==> config.mk <==
export PLATFORM = sky130hd
export DESIGN_NAME = spi_temp_sensor_poller
export DESIGN_NICKNAME = d
export VERILOG_FILES = /design/src/stp_pkg.sv /design/src/spi_temp_sensor_poller.sv
export SDC_FILE = /design/constraint.sdc
export NUM_CORES = 1
export LEC_CHECK = 0
export ABC_AREA = 1
export BUFFER_PORTS_ARGS = -buffer_cell sky130_fd_sc_hd__buf_2
export CAP_MARGIN = 20
export CELL_PAD_IN_SITES_DETAIL_PLACEMENT = 0
export CELL_PAD_IN_SITES_GLOBAL_PLACEMENT = 1
export CORE_MARGIN = 2
export CORE_UTILIZATION = 37
export DETAILED_ROUTE_END_ITERATION = 10
export PLACE_DENSITY_LB_ADDON = 0.1
export SLEW_MARGIN = 5
export SYNTH_ARGS = -nofsm -noshare
export SYNTH_HDL_FRONTEND = slang
export SYNTH_SLANG_ARGS = --single-unit
==> constraint.sdc <==
create_clock -name clock -period 2.55 [get_ports clock]
set_input_delay 0.255 -clock clock [delete_from_list [all_inputs] [get_ports clock]]
set_output_delay 0.255 -clock clock [all_outputs]
set_load 0.05 [all_outputs]
==> src/stp_pkg.sv <==
// Shared constants for the SPI temperature sensor poller: SPI command bytes,
// CSR indexes and reset values, and the temperature conversion.
// No dependencies.
`timescale 1ns / 1ps

package stp_pkg;

   localparam int unsigned TICK_W = 16;
   localparam int unsigned BYTE_W = 8;
   localparam int unsigned TEMP_W = 12;
   localparam int unsigned STEP_W = 4;
   localparam int unsigned CSR_AW = 4;
   localparam int unsigned CSR_DW = 32;

   // SPI command bytes
   localparam logic [BYTE_W-1:0] CMD_MODE_WR  = 8'h80;
   localparam logic [BYTE_W-1:0] CMD_MODE_CNT = 8'h04;
   localparam logic [BYTE_W-1:0] CMD_READ     = 8'h02;
   localparam logic [BYTE_W-1:0] CMD_DUMMY    = 8'h00;
   localparam logic [BYTE_W-1:0] CTRL_OK      = 8'h04;

   // read sequence steps: even steps send, odd steps wait for a reply
   localparam logic [STEP_W-1:0] STEP_FIRST = 4'd0;
   localparam logic [STEP_W-1:0] STEP_MSB   = 4'd7;
   localparam logic [STEP_W-1:0] STEP_FRAC  = 4'd9;
   localparam logic [STEP_W-1:0] STEP_CTRL  = 4'd11;

   // CSR indexes (byte address / 4)
   localparam logic [1:0] CSR_RESET_TICKS   = 2'd0;
   localparam logic [1:0] CSR_MEAS_TICKS    = 2'd1;
   localparam logic [1:0] CSR_TIMEOUT_TICKS = 2'd2;

   localparam logic [TICK_W-1:0] RESET_TICKS_DEF   = 16'd20;
   localparam logic [TICK_W-1:0] MEAS_TICKS_DEF    = 16'd200;
   localparam logic [TICK_W-1:0] TIMEOUT_TICKS_DEF = 16'd10;
   localparam logic [TICK_W-1:0] TICK_MAX          = 16'hFFFF;

   // tenths of a degree: msb*10 + (frac*25)/10
   function automatic logic [TEMP_W-1:0] temp_tenths(input logic [BYTE_W-1:0] msb,
                                                     input logic [1:0] frac);
      logic [TEMP_W-1:0] frac_part;
      case (frac)
         2'd0:    frac_part = 12'd0;
         2'd1:    frac_part = 12'd2;
         2'd2:    frac_part = 12'd5;
         default: frac_part = 12'd7;
      endcase
      return {1'b0, msb, 3'b000} + {3'b000, msb, 1'b0} + frac_part;
   endfunction

endpackage

==> src/spi_temp_sensor_poller.sv <==
// SPI temperature sensor poller: tick-driven sequencer with APB-style CSRs.
// Depends on stp_pkg.
`timescale 1ns / 1ps

// One request word per scheduler tick; on acceptance of the word, its
// response appears in the output register on the next cycle. Each tick gives
// one response word, except the tick that sends the 0x80/0x04 mode command,
// which gives two (last marks the second). While a response waits, a new tick
// is still taken in the cycle the final word of the previous one leaves, so
// the sustained rate is one tick per cycle while rsp_ready is high; a command
// pair holds off new ticks while the single output register holds its first word.
module spi_temp_sensor_poller (
   input  logic        clock,
   input  logic        reset,
   // tick channel
   input  logic        req_valid,
   output logic        req_ready,
   input  logic        req_enable,
   input  logic        req_alarm_ok,
   input  logic        req_request,
   input  logic        req_rx_valid,
   input  logic [7:0]  req_rx_byte,
   // response channel
   output logic        rsp_valid,
   input  logic        rsp_ready,
   output logic        rsp_tx_valid,
   output logic [7:0]  rsp_tx_byte,
   output logic        rsp_last,
   output logic        rsp_chip_enable,
   output logic        rsp_spi_reset,
   output logic        rsp_temp_valid,
   output logic [11:0] rsp_temperature,
   output logic        rsp_sensor_error,
   output logic        rsp_request_pending,
   // CSR port
   input  logic        csr_psel,
   input  logic        csr_penable,
   input  logic        csr_pwrite,
   input  logic [3:0]  csr_paddr,
   input  logic [31:0] csr_pwdata,
   output logic [31:0] csr_prdata,
   output logic        csr_pready
);

   typedef enum logic [2:0] {
      PH_IDLE,
      PH_ARMED,
      PH_WAIT_MEAS,
      PH_READ,
      PH_CALC,
      PH_FAIL
   } phase_type;

   // CSRs
   logic [stp_pkg::TICK_W-1:0] reset_ticks_ff, reset_ticks_in;
   logic [stp_pkg::TICK_W-1:0] meas_ticks_ff, meas_ticks_in;
   logic [stp_pkg::TICK_W-1:0] timeout_ticks_ff, timeout_ticks_in;

   // sequencer state
   phase_type                  phase_ff, phase_in;
   logic [stp_pkg::STEP_W-1:0] step_ff, step_in;
   logic                       rst_phase_ff, rst_phase_in;
   logic [stp_pkg::TICK_W-1:0] tick_ff, tick_in;
   logic [stp_pkg::BYTE_W-1:0] msb_ff, msb_in;
   logic [1:0]                 frac_ff, frac_in;
   logic                       ce_ff, ce_in;
   logic                       pend_ff, pend_in;
   logic [stp_pkg::TEMP_W-1:0] temp_ff, temp_in;
   logic                       err_ff, err_in;

   // output register
   logic                       out_valid_ff, out_valid_in;
   logic                       out_txv_ff, out_txv_in;
   logic [stp_pkg::BYTE_W-1:0] out_txb_ff, out_txb_in;
   logic                       out_last_ff, out_last_in;
   logic                       out_ce_ff, out_ce_in;
   logic                       out_srst_ff, out_srst_in;
   logic                       out_tv_ff, out_tv_in;
   logic [stp_pkg::TEMP_W-1:0] out_temp_ff, out_temp_in;
   logic                       out_err_ff, out_err_in;
   logic                       out_pend_ff, out_pend_in;

   logic                       accept;
   logic                       csr_wr;
   logic [1:0]                 csr_idx;
   logic [stp_pkg::TICK_W-1:0] tick_inc;
   logic                       srst_pulse;
   logic                       tv_pulse;
   logic                       txv;
   logic [stp_pkg::BYTE_W-1:0] txb;
   logic                       pair;

   assign req_ready  = !out_valid_ff || (rsp_ready && out_last_ff);
   assign accept     = req_valid && req_ready;
   assign csr_pready = 1'b1;
   assign csr_wr     = csr_psel && csr_penable && csr_pwrite;
   assign csr_idx    = csr_paddr[3:2];
   assign tick_inc   = (tick_ff == stp_pkg::TICK_MAX) ? tick_ff : tick_ff + 16'd1;

   always_comb begin
      case (csr_idx)
         stp_pkg::CSR_RESET_TICKS:   csr_prdata = {16'd0, reset_ticks_ff};
         stp_pkg::CSR_MEAS_TICKS:    csr_prdata = {16'd0, meas_ticks_ff};
         stp_pkg::CSR_TIMEOUT_TICKS: csr_prdata = {16'd0, timeout_ticks_ff};
         default:                    csr_prdata = '0;
      endcase
   end

   always_comb begin
      reset_ticks_in   = reset_ticks_ff;
      meas_ticks_in    = meas_ticks_ff;
      timeout_ticks_in = timeout_ticks_ff;
      if (csr_wr) begin
         case (csr_idx)
            stp_pkg::CSR_RESET_TICKS:   reset_ticks_in   = csr_pwdata[15:0];
            stp_pkg::CSR_MEAS_TICKS:    meas_ticks_in    = csr_pwdata[15:0];
            stp_pkg::CSR_TIMEOUT_TICKS: timeout_ticks_in = csr_pwdata[15:0];
            default: ;
         endcase
      end
   end

   // one tick of the sequencer
   always_comb begin
      phase_in     = phase_ff;
      step_in      = step_ff;
      rst_phase_in = rst_phase_ff;
      tick_in      = tick_ff;
      msb_in       = msb_ff;
      frac_in      = frac_ff;
      ce_in        = ce_ff;
      pend_in      = pend_ff;
      temp_in      = temp_ff;
      err_in       = err_ff;
      srst_pulse   = 1'b0;
      tv_pulse     = 1'b0;
      txv          = 1'b0;
      txb          = stp_pkg::CMD_DUMMY;
      pair         = 1'b0;

      if (accept) begin
         if (req_request) begin
            pend_in = 1'b1;
         end
         tick_in = tick_inc;
         case (phase_ff)
            PH_IDLE: begin
               if (req_enable) begin
                  if (rst_phase_ff) begin
                     srst_pulse   = 1'b1;
                     ce_in        = 1'b0;
                     tick_in      = '0;
                     rst_phase_in = 1'b0;
                  end else if (tick_inc >= reset_ticks_ff) begin
                     tick_in      = '0;
                     ce_in        = 1'b1;
                     rst_phase_in = 1'b1;
                     pair         = 1'b1;
                     phase_in     = PH_ARMED;
                  end
               end
            end
            PH_ARMED: begin
               if (req_alarm_ok) begin
                  if (!req_enable) begin
                     phase_in = PH_IDLE;
                  end else if (pend_ff || req_request) begin
                     tick_in  = '0;
                     ce_in    = 1'b0;
                     phase_in = PH_WAIT_MEAS;
                  end
               end
            end
            PH_WAIT_MEAS: begin
               if (tick_inc >= meas_ticks_ff) begin
                  ce_in    = 1'b1;
                  msb_in   = '0;
                  frac_in  = '0;
                  step_in  = stp_pkg::STEP_FIRST;
                  phase_in = PH_READ;
               end
            end
            PH_READ: begin
               if (step_ff <= stp_pkg::STEP_CTRL) begin
                  if (!step_ff[0]) begin
                     txv     = 1'b1;
                     txb     = (step_ff == stp_pkg::STEP_FIRST) ? stp_pkg::CMD_READ
                                                                 : stp_pkg::CMD_DUMMY;
                     tick_in = '0;
                     step_in = step_ff + 4'd1;
                  end else if (!req_rx_valid) begin
                     if (tick_inc >= timeout_ticks_ff) begin
                        err_in   = 1'b1;
                        phase_in = PH_FAIL;
                     end
                  end else begin
                     tick_in = '0;
                     if (step_ff == stp_pkg::STEP_MSB) begin
                        msb_in = req_rx_byte;
                     end
                     if (step_ff == stp_pkg::STEP_FRAC) begin
                        frac_in = req_rx_byte[7:6];
                     end
                     if (step_ff == stp_pkg::STEP_CTRL) begin
                        if (req_rx_byte != stp_pkg::CTRL_OK) begin
                           err_in   = 1'b1;
                           phase_in = PH_FAIL;
                        end else begin
                           err_in   = 1'b0;
                           phase_in = PH_CALC;
                        end
                     end else begin
                        step_in = step_ff + 4'd1;
                     end
                  end
               end
            end
            PH_CALC: begin
               temp_in  = stp_pkg::temp_tenths(msb_ff, frac_ff);
               tv_pulse = 1'b1;
               pend_in  = 1'b0;
               phase_in = PH_ARMED;
            end
            PH_FAIL: begin
               pend_in  = 1'b0;
               phase_in = PH_IDLE;
            end
            default: ;
         endcase
      end
   end

   // output register; a command pair leaves 0x80 first, then 0x04 with last
   always_comb begin
      out_valid_in = out_valid_ff;
      out_txv_in   = out_txv_ff;
      out_txb_in   = out_txb_ff;
      out_last_in  = out_last_ff;
      out_ce_in    = out_ce_ff;
      out_srst_in  = out_srst_ff;
      out_tv_in    = out_tv_ff;
      out_temp_in  = out_temp_ff;
      out_err_in   = out_err_ff;
      out_pend_in  = out_pend_ff;
      if (accept) begin
         out_valid_in = 1'b1;
         out_txv_in   = pair ? 1'b1 : txv;
         out_txb_in   = pair ? stp_pkg::CMD_MODE_WR : txb;
         out_last_in  = !pair;
         out_ce_in    = ce_in;
         out_srst_in  = srst_pulse;
         out_tv_in    = tv_pulse;
         out_temp_in  = temp_in;
         out_err_in   = err_in;
         out_pend_in  = pend_in;
      end else if (out_valid_ff && rsp_ready) begin
         if (out_last_ff) begin
            out_valid_in = 1'b0;
         end else begin
            out_txb_in  = stp_pkg::CMD_MODE_CNT;
            out_last_in = 1'b1;
         end
      end
   end

   always_ff @(posedge clock) begin
      if (reset) begin
         reset_ticks_ff   <= stp_pkg::RESET_TICKS_DEF;
         meas_ticks_ff    <= stp_pkg::MEAS_TICKS_DEF;
         timeout_ticks_ff <= stp_pkg::TIMEOUT_TICKS_DEF;
         phase_ff         <= PH_IDLE;
         step_ff          <= '0;
         rst_phase_ff     <= 1'b1;
         tick_ff          <= '0;
         msb_ff           <= '0;
         frac_ff          <= '0;
         ce_ff            <= 1'b0;
         pend_ff          <= 1'b0;
         temp_ff          <= '0;
         err_ff           <= 1'b0;
         out_valid_ff     <= 1'b0;
         out_last_ff      <= 1'b1;
      end else begin
         reset_ticks_ff   <= reset_ticks_in;
         meas_ticks_ff    <= meas_ticks_in;
         timeout_ticks_ff <= timeout_ticks_in;
         phase_ff         <= phase_in;
         step_ff          <= step_in;
         rst_phase_ff     <= rst_phase_in;
         tick_ff          <= tick_in;
         msb_ff           <= msb_in;
         frac_ff          <= frac_in;
         ce_ff            <= ce_in;
         pend_ff          <= pend_in;
         temp_ff          <= temp_in;
         err_ff           <= err_in;
         out_valid_ff     <= out_valid_in;
         out_last_ff      <= out_last_in;
      end
      out_txv_ff  <= out_txv_in;
      out_txb_ff  <= out_txb_in;
      out_ce_ff   <= out_ce_in;
      out_srst_ff <= out_srst_in;
      out_tv_ff   <= out_tv_in;
      out_temp_ff <= out_temp_in;
      out_err_ff  <= out_err_in;
      out_pend_ff <= out_pend_in;
   end

   assign rsp_valid           = out_valid_ff;
   assign rsp_tx_valid        = out_txv_ff;
   assign rsp_tx_byte         = out_txb_ff;
   assign rsp_last            = out_last_ff;
   assign rsp_chip_enable     = out_ce_ff;
   assign rsp_spi_reset       = out_srst_ff;
   assign rsp_temp_valid      = out_tv_ff;
   assign rsp_temperature     = out_temp_ff;
   assign rsp_sensor_error    = out_err_ff;
   assign rsp_request_pending = out_pend_ff;

   // first word of a pair blocks new ticks
   a_pair_blocks_req: assert property (@(posedge clock) disable iff (reset)
      (out_valid_ff && !out_last_ff) |-> !req_ready)
      else $error("tick taken while mode command pair incomplete");

   // taking the 0x80 word is followed by the closing 0x04 word
   a_pair_second: assert property (@(posedge clock) disable iff (reset)
      (out_valid_ff && rsp_ready && !out_last_ff) |=>
         (out_valid_ff && out_last_ff && out_txb_ff == stp_pkg::CMD_MODE_CNT))
      else $error("second word of mode command pair missing");

   // reads only happen with chip enable raised
   a_read_ce: assert property (@(posedge clock) disable iff (reset)
      (phase_ff == PH_READ) |-> ce_ff)
      else $error("read sequence with chip enable low");

   a_step_range: assert property (@(posedge clock) disable iff (reset)
      step_ff <= stp_pkg::STEP_CTRL)
      else $error("read step out of range");

   // a published temperature never coincides with a transmitted byte
   a_tv_no_tx: assert property (@(posedge clock) disable iff (reset)
      (out_valid_ff && out_tv_ff) |-> !out_txv_ff)
      else $error("temperature published with SPI byte");

endmodule
Word level (Yosys, flattened, before mapping)
Cells that the tools add are included.
Storage, ports and cells
  register bits: 125
  output and inout port bits: 62
  input port bits: 55
Cells by class
  reduce and logical (&&, ||, !) cells: 30
  equal/unequal tests: 30
  mux-type cells: 92
  $add $sub $neg: 4
  magnitude comparators: 4
Operators by type and width (number)
  16-bit two-way mux: 10
  16-bit one-hot mux with 3 select lines: 2
  8-bit two-way mux: 9
  16-bit greater-or-equal comparator: 3
  12-bit two-way mux: 4
  3-bit two-way mux: 12
  1-bit two-way mux: 35
  4-bit two-way mux: 5
  2-bit inequality test, second input constant: 10
  2-bit two-way mux: 9
  3-bit one-hot mux with 6 select lines: 1
  16-bit by 1-bit adder with 16-bit output, second input constant: 1
  16-bit == test, second input constant: 1
  8-bit one-hot mux with 2 select lines: 1
  3-bit inequality test, second input constant: 5
  7-bit AND reduction: 2
  11-bit by 9-bit adder with 12-bit output: 1
  12-bit adder: 1
  12-bit AND reduction: 1
  2-bit AND reduction: 6
  3-bit one-hot mux with 3 select lines: 1
  4-bit == test, second input constant: 2
  8-bit by 3-bit inequality test with 1-bit output, second input constant: 1
  4-bit one-hot mux with 2 select lines: 1
  other kinds (23): 36

Logic depth before layout (Yosys ltp)
  depth in word-level cells: 10
  mapped depth: 23
  mapped depth without buffers: 23

Worst setup path after synthesis
OpenSTA, ideal clock, no wires.
  kind: register to register
  start point: register tick_ff[0] (netlist bit)
  end point: register tick_ff[6] (netlist bit)
  setup slack: -0.185 ns
  setup time: 0.068 ns
  stages on the path, launching flop included: 20
  arrival: 2.667 ns
  path through: dfxtp_1 > ha_1 > nand2_2 > nor2_4 > nand4_4 > nor2_4 > inv_4 > buf_6 > nand2_1 > ha_1 > a21oi_1 > o21ai_1 > a21oi_1 > nand3_1 > nand2_1 > nand2_1 > nand2_2 > buf_4 > nand2_1 > a21oi_2
Between the ends
  word-level cells in the longest chain between the ends: 7
  elaborated cells between the ends (all ways): 14
RTL lines
  start: declaration: line spi_temp_sensor_poller.sv:63  | logic [stp_pkg::TICK_W-1:0] tick_ff, tick_in;
  start signal: assignment: line spi_temp_sensor_poller.sv:290  | tick_ff <= tick_in;
  16-bit by 1-bit adder with 16-bit output or 16-bit == test (tied branches): line spi_temp_sensor_poller.sv:98  | assign tick_inc = (tick_ff == stp_pkg::TICK_MAX) ? tick_ff : tick_ff + 16'd1;
  16-bit two-way mux (*): line spi_temp_sensor_poller.sv:98
  16-bit greater-or-equal comparator: line spi_temp_sensor_poller.sv:154  | end else if (tick_inc >= reset_ticks_ff) begin
  16-bit two-way mux: line spi_temp_sensor_poller.sv:154
  16-bit two-way mux: line spi_temp_sensor_poller.sv:149  | if (rst_phase_ff) begin
  16-bit two-way mux: line spi_temp_sensor_poller.sv:148  | if (req_enable) begin
  16-bit one-hot mux with 3 select lines (*): line spi_temp_sensor_poller.sv:146  | case (phase_ff)
Mark *: on every way between the ends. The rest lies on a longest branch, timed or not.
A chain may end at the register's enable or synchronous reset.

Worst setup path in the final report
  start point: register tick_ff[4] (netlist bit)
  end point: register tick_ff[5] (netlist bit)
The elaborated chain is that of the path after synthesis.

==> out/metrics.yaml <==
run_status:
  status: "complete, but fails checks"
  violations: "setup timing"
yosys:
  synthFlopType: "dfxtp_1"
  synthArstFlopShare: 0
  syn_inst: 1011
  yosysSeqAreaShare: 0.355
  yosysTopAreaCellShare: 0.269
  synth_area_mm2: 0.00736
  syn_area_per_cell_um2: 7.28
  yosys-top-cells-area: "dfxtp_1, nand2_1, ha_1, edfxtp_1, a21oi_1"
  post-synth-top-count-cell: "nand2_1"
  yosys_warnings: 0
  synth_common_cells: "nand2_1, inv_1, a21oi_1, dfxtp_1, nor2_1"
  synth-edff-count: 21
  yosys.area.top_type: "dfxtp_1"
  synth-seq-cells: 120
  synth_cell_type_count: 48
finish:
  fin_util: 0.513
  antenna_cells: 0
  n_fill_cell: 1921
  area_growth_pct: 35.7
  final_nets: 1282
  finalInstanceArea_mm2: 0.00998
  drive_gt1_frac: 0.321
clocking:
  insertion_delay_ns: 0.42
  cts.sinks: 120
  ctsHtreeMaxLevel: 4
  cts_made_buffers: 17
  cts_tree: "built"
  clockRootBuffer: "clkbuf_16"
  postCtsHoldBufs: 0
  clk_pin_slew_worst_paths_ns: 0.06
  cts_buffer_depth: 2
floorplanning:
  num_rows: 51
  start_util: 0.378
  pin_count: 117
  core_area_mm2: 0.0195
  die_h_um: 145
  fp.dieW_um: 145
  die_area_mm2: 0.0210
timing:
  fin_tns_setup_ns: -8.45
  fmax_ghz: 0.353
  finalWorstSetupSlack_ns: -0.286
  rsz0062_at_grt: "yes"
  timing.final.crit_share: 1.11
  relSlewSlack: 0.102
  fin_skew_ns: 0.00772
  period_needed_ns: 2.84
  finalHoldViolCount: 0
  finalSetupViolCount: 41
  worst_slew_pin_slew_ns: 1.34
  finalMaxSlewViolations: 0
detailed_routing:
  drcViolationCount: 0
  vias_per_cell: 4.80
  drtPass1Iterations: 4
  drtAntennaViolNets: 0
  routed_wl_um: 21800
  wl_per_cell_um: 15.1
  via_count: 6931
  drt-initial-drc-count: 332
critical_path:
  max_stage_delay_ns: 0.34
  worstSetupStartpointType: "flip-flop"
  critPathKind: "flip-flop to flip-flop"
  r2r-start: "tick_ff[4]$_SDFFE_PP0P_"
  crit_path_frequent_cell: "nand2_2"
  rr_endpoint: "tick_ff[5]$_SDFFE_PP0P_"
  cp-end-kind: "flip-flop"
  path_cells: "buf_6 -> nand2_2 -> inv_2 -> nand3_2 -> nand3b_1 -> xor2_2 -> nand2_4 -> buf_6 -> ha_4 -> nand4_1 -> nor3_2 -> nand3_1 -> nand3_2 -> nand2_2 -> nand2_4 -> nand2_8 -> nand2_2 -> a21oi_2"
  reg2reg_setup_slack_ns: -0.29
  slowest_stage: "dfxtp_2"
  path_delay_family: "simple AND/OR/NAND/NOR gates"
  path_buf_inv: 3
  cp.arrival_ns: 3.13
  crit_fanout: 8
  worstPathRequired_ns: 2.84
  reg2regPathDepth: 18
global_route:
  grt_overflow: 0
  grt_max_degree: 65
  antenna_found_initial: 0
  grt_use_total: 0.209
  grt_pass1_vias: 6672
  grt_pass1_wl_um: 35200
worst_hold_path:
  hold_depth: 3
  holdCritStartpoint: "csr_pwdata[2]"
  hp-class: "primary input to flip-flop"
  min_to: "reset_ticks_ff[2]$_SDFFE_PP1P_"
power_and_ir_drop:
  p_per_area_mw_per_mm2: 485
  ir_worst_vdd_uv: 436
  p_leak_uw: 0.00456
placement:
  dp.final_hpwl_um: 15300
  placed_area_mm2: 0.00847
  place.gp.congestion: 0.841
  port_buffers: 76
run:
  drv_cap: 0
logic make-up after synthesis:
group                    count (synthesis)  synth area share
XOR/XNOR                                16            0.0191
adder cells (fa/ha/maj)                 61             0.105
AO/OA/AOI/OAI                          218             0.167
AND/OR/NAND/NOR                        404             0.238
flip-flops                             120             0.355
other                                    2           0.00102
buffers and inverters                  190             0.115
cells in the final DEF (no fill, tap or decap), types with 5 or more instances in the layout:
| master | instances |
|---|---|
| nand2_4 | 9 |
| clkbuf_16 | 18 |
| inv_2 | 15 |
| nand4_1 | 12 |
| nand3_1 | 33 |
| o21ai_1 | 5 |
| nor3_1 | 7 |
| nor2_2 | 10 |
| nor2_1 | 88 |
| dfxtp_1 | 88 |
| inv_1 | 119 |
| nand2_1 | 163 |
| ha_4 | 20 |
| clkinv_2 | 5 |
| nor2_4 | 7 |
| or2_2 | 5 |
| nand2_2 | 42 |
| o221ai_1 | 15 |
| xor2_1 | 8 |
| nand3_2 | 7 |
| o21ai_0 | 59 |
| dfxtp_2 | 7 |
| a21oi_2 | 24 |
| conb_1 | 22 |
| buf_4 | 82 |
| edfxtp_1 | 21 |
| buf_2 | 76 |
| o211ai_1 | 9 |
| a21oi_1 | 85 |
| ha_1 | 40 |
power breakdown:
group	switching [uW]	internal, uW	leakage (uW)
logic	444	151	0.00328
registers	18.8	1970	0.00102
clock network	916	1340	0.000264
total	1380	3460	0.00456
flip-flops by register name, summed over array words and instances, names as in the netlist, 2 cells and up:
signal and count:
frac_ff 2, meas_ticks_ff 16, msb_ff 8, phase_ff 3, reset_ticks_ff 16, rsp_temperature 12
rsp_tx_byte 3, step_ff 4, temp_ff 12, tick_ff 16, timeout_ticks_ff 16
how the worst max path moves through the flow:
stage	from	end	slack, ns	depth (start not counted)
CTS	tick_ff[0]$_SDFFE_PP0P_	rsp_chip_enable$_DFFE_PP_	-0.22	20
finish	tick_ff[4]$_SDFFE_PP0P_	tick_ff[5]$_SDFFE_PP0P_	-0.29	18
global placement	tick_ff[2]$_SDFFE_PP0P_	tick_ff[6]$_SDFFE_PP0P_	-0.49	17
detailed placement	tick_ff[2]$_SDFFE_PP0P_	tick_ff[1]$_SDFFE_PP0P_	-0.56	17
floorplan	tick_ff[1]$_SDFFE_PP0P_	tick_ff[7]$_SDFFE_PP0P_	-0.03	23
global route	tick_ff[4]$_SDFFE_PP0P_	tick_ff[5]$_SDFFE_PP0P_	-0.49	18
through the flow:
step | worst slack, ns | power, uW | hold WS (ns) | cells
3_5_place_dp | -0.559 | 2570 | 0.463 | 1390
3_3_place_gp | -0.492 | 2570 | 0.459 | 1390
4_1_cts | -0.224 | 4870 | 0.0677 | 1435
5_1_grt | -0.489 | 5030 | 0.0816 | 1444
2_1_floorplan | -0.0321 | 2440 | 0.385 | 1031
6_report | -0.286 | 4840 | 0.0773 | 1444
what timing repair did:
| action | 4_1_cts | 5_1_grt |
|---|---|---|
| pin swaps | 34 | 28 |
| gates cloned | 2 | 1 |
| setup endpoints to repair | 41 | 41 |
| endpoints found under the hold margin | 0 | 0 |
| gates resized for setup | 102 | 68 |
| buffers inserted | 11 | 8 |
layout make-up:
class                           instances  area, um^2  area share
Tap cell                              265         332      0.0332
Timing Repair Buffer                  166        1130       0.113
Inverter                              138         526      0.0527
Clock inverter                         12         105      0.0105
Multi-Input combinational cell        723        4820       0.483
Sequential cell                       120        2640       0.264
Clock buffer                           20         437      0.0438
worst register-to-register path, delay by kind of cell, from the launching register on:
family | cells | cell delay (ns)
DFF | 1 | 0.34
xor gates and xnor gates | 1 | 0.25
buffers and inverters | 3 | 0.32
adders and majority gates | 1 | 0.25
and+or+nand+nor | 12 | 1.51
AOI/OAI and AO/OA | 1 | 0.05
metal layers:
layer	routed length, um	vias to the layer above	global-route usage
met5	0	-	0
li1	-	3607	-
met2	9570	142	0.320
met4	250	0	0.0584
met3	770	21	0.0321
met1	11200	3161	0.305
(Power assumes the default switching activity.)
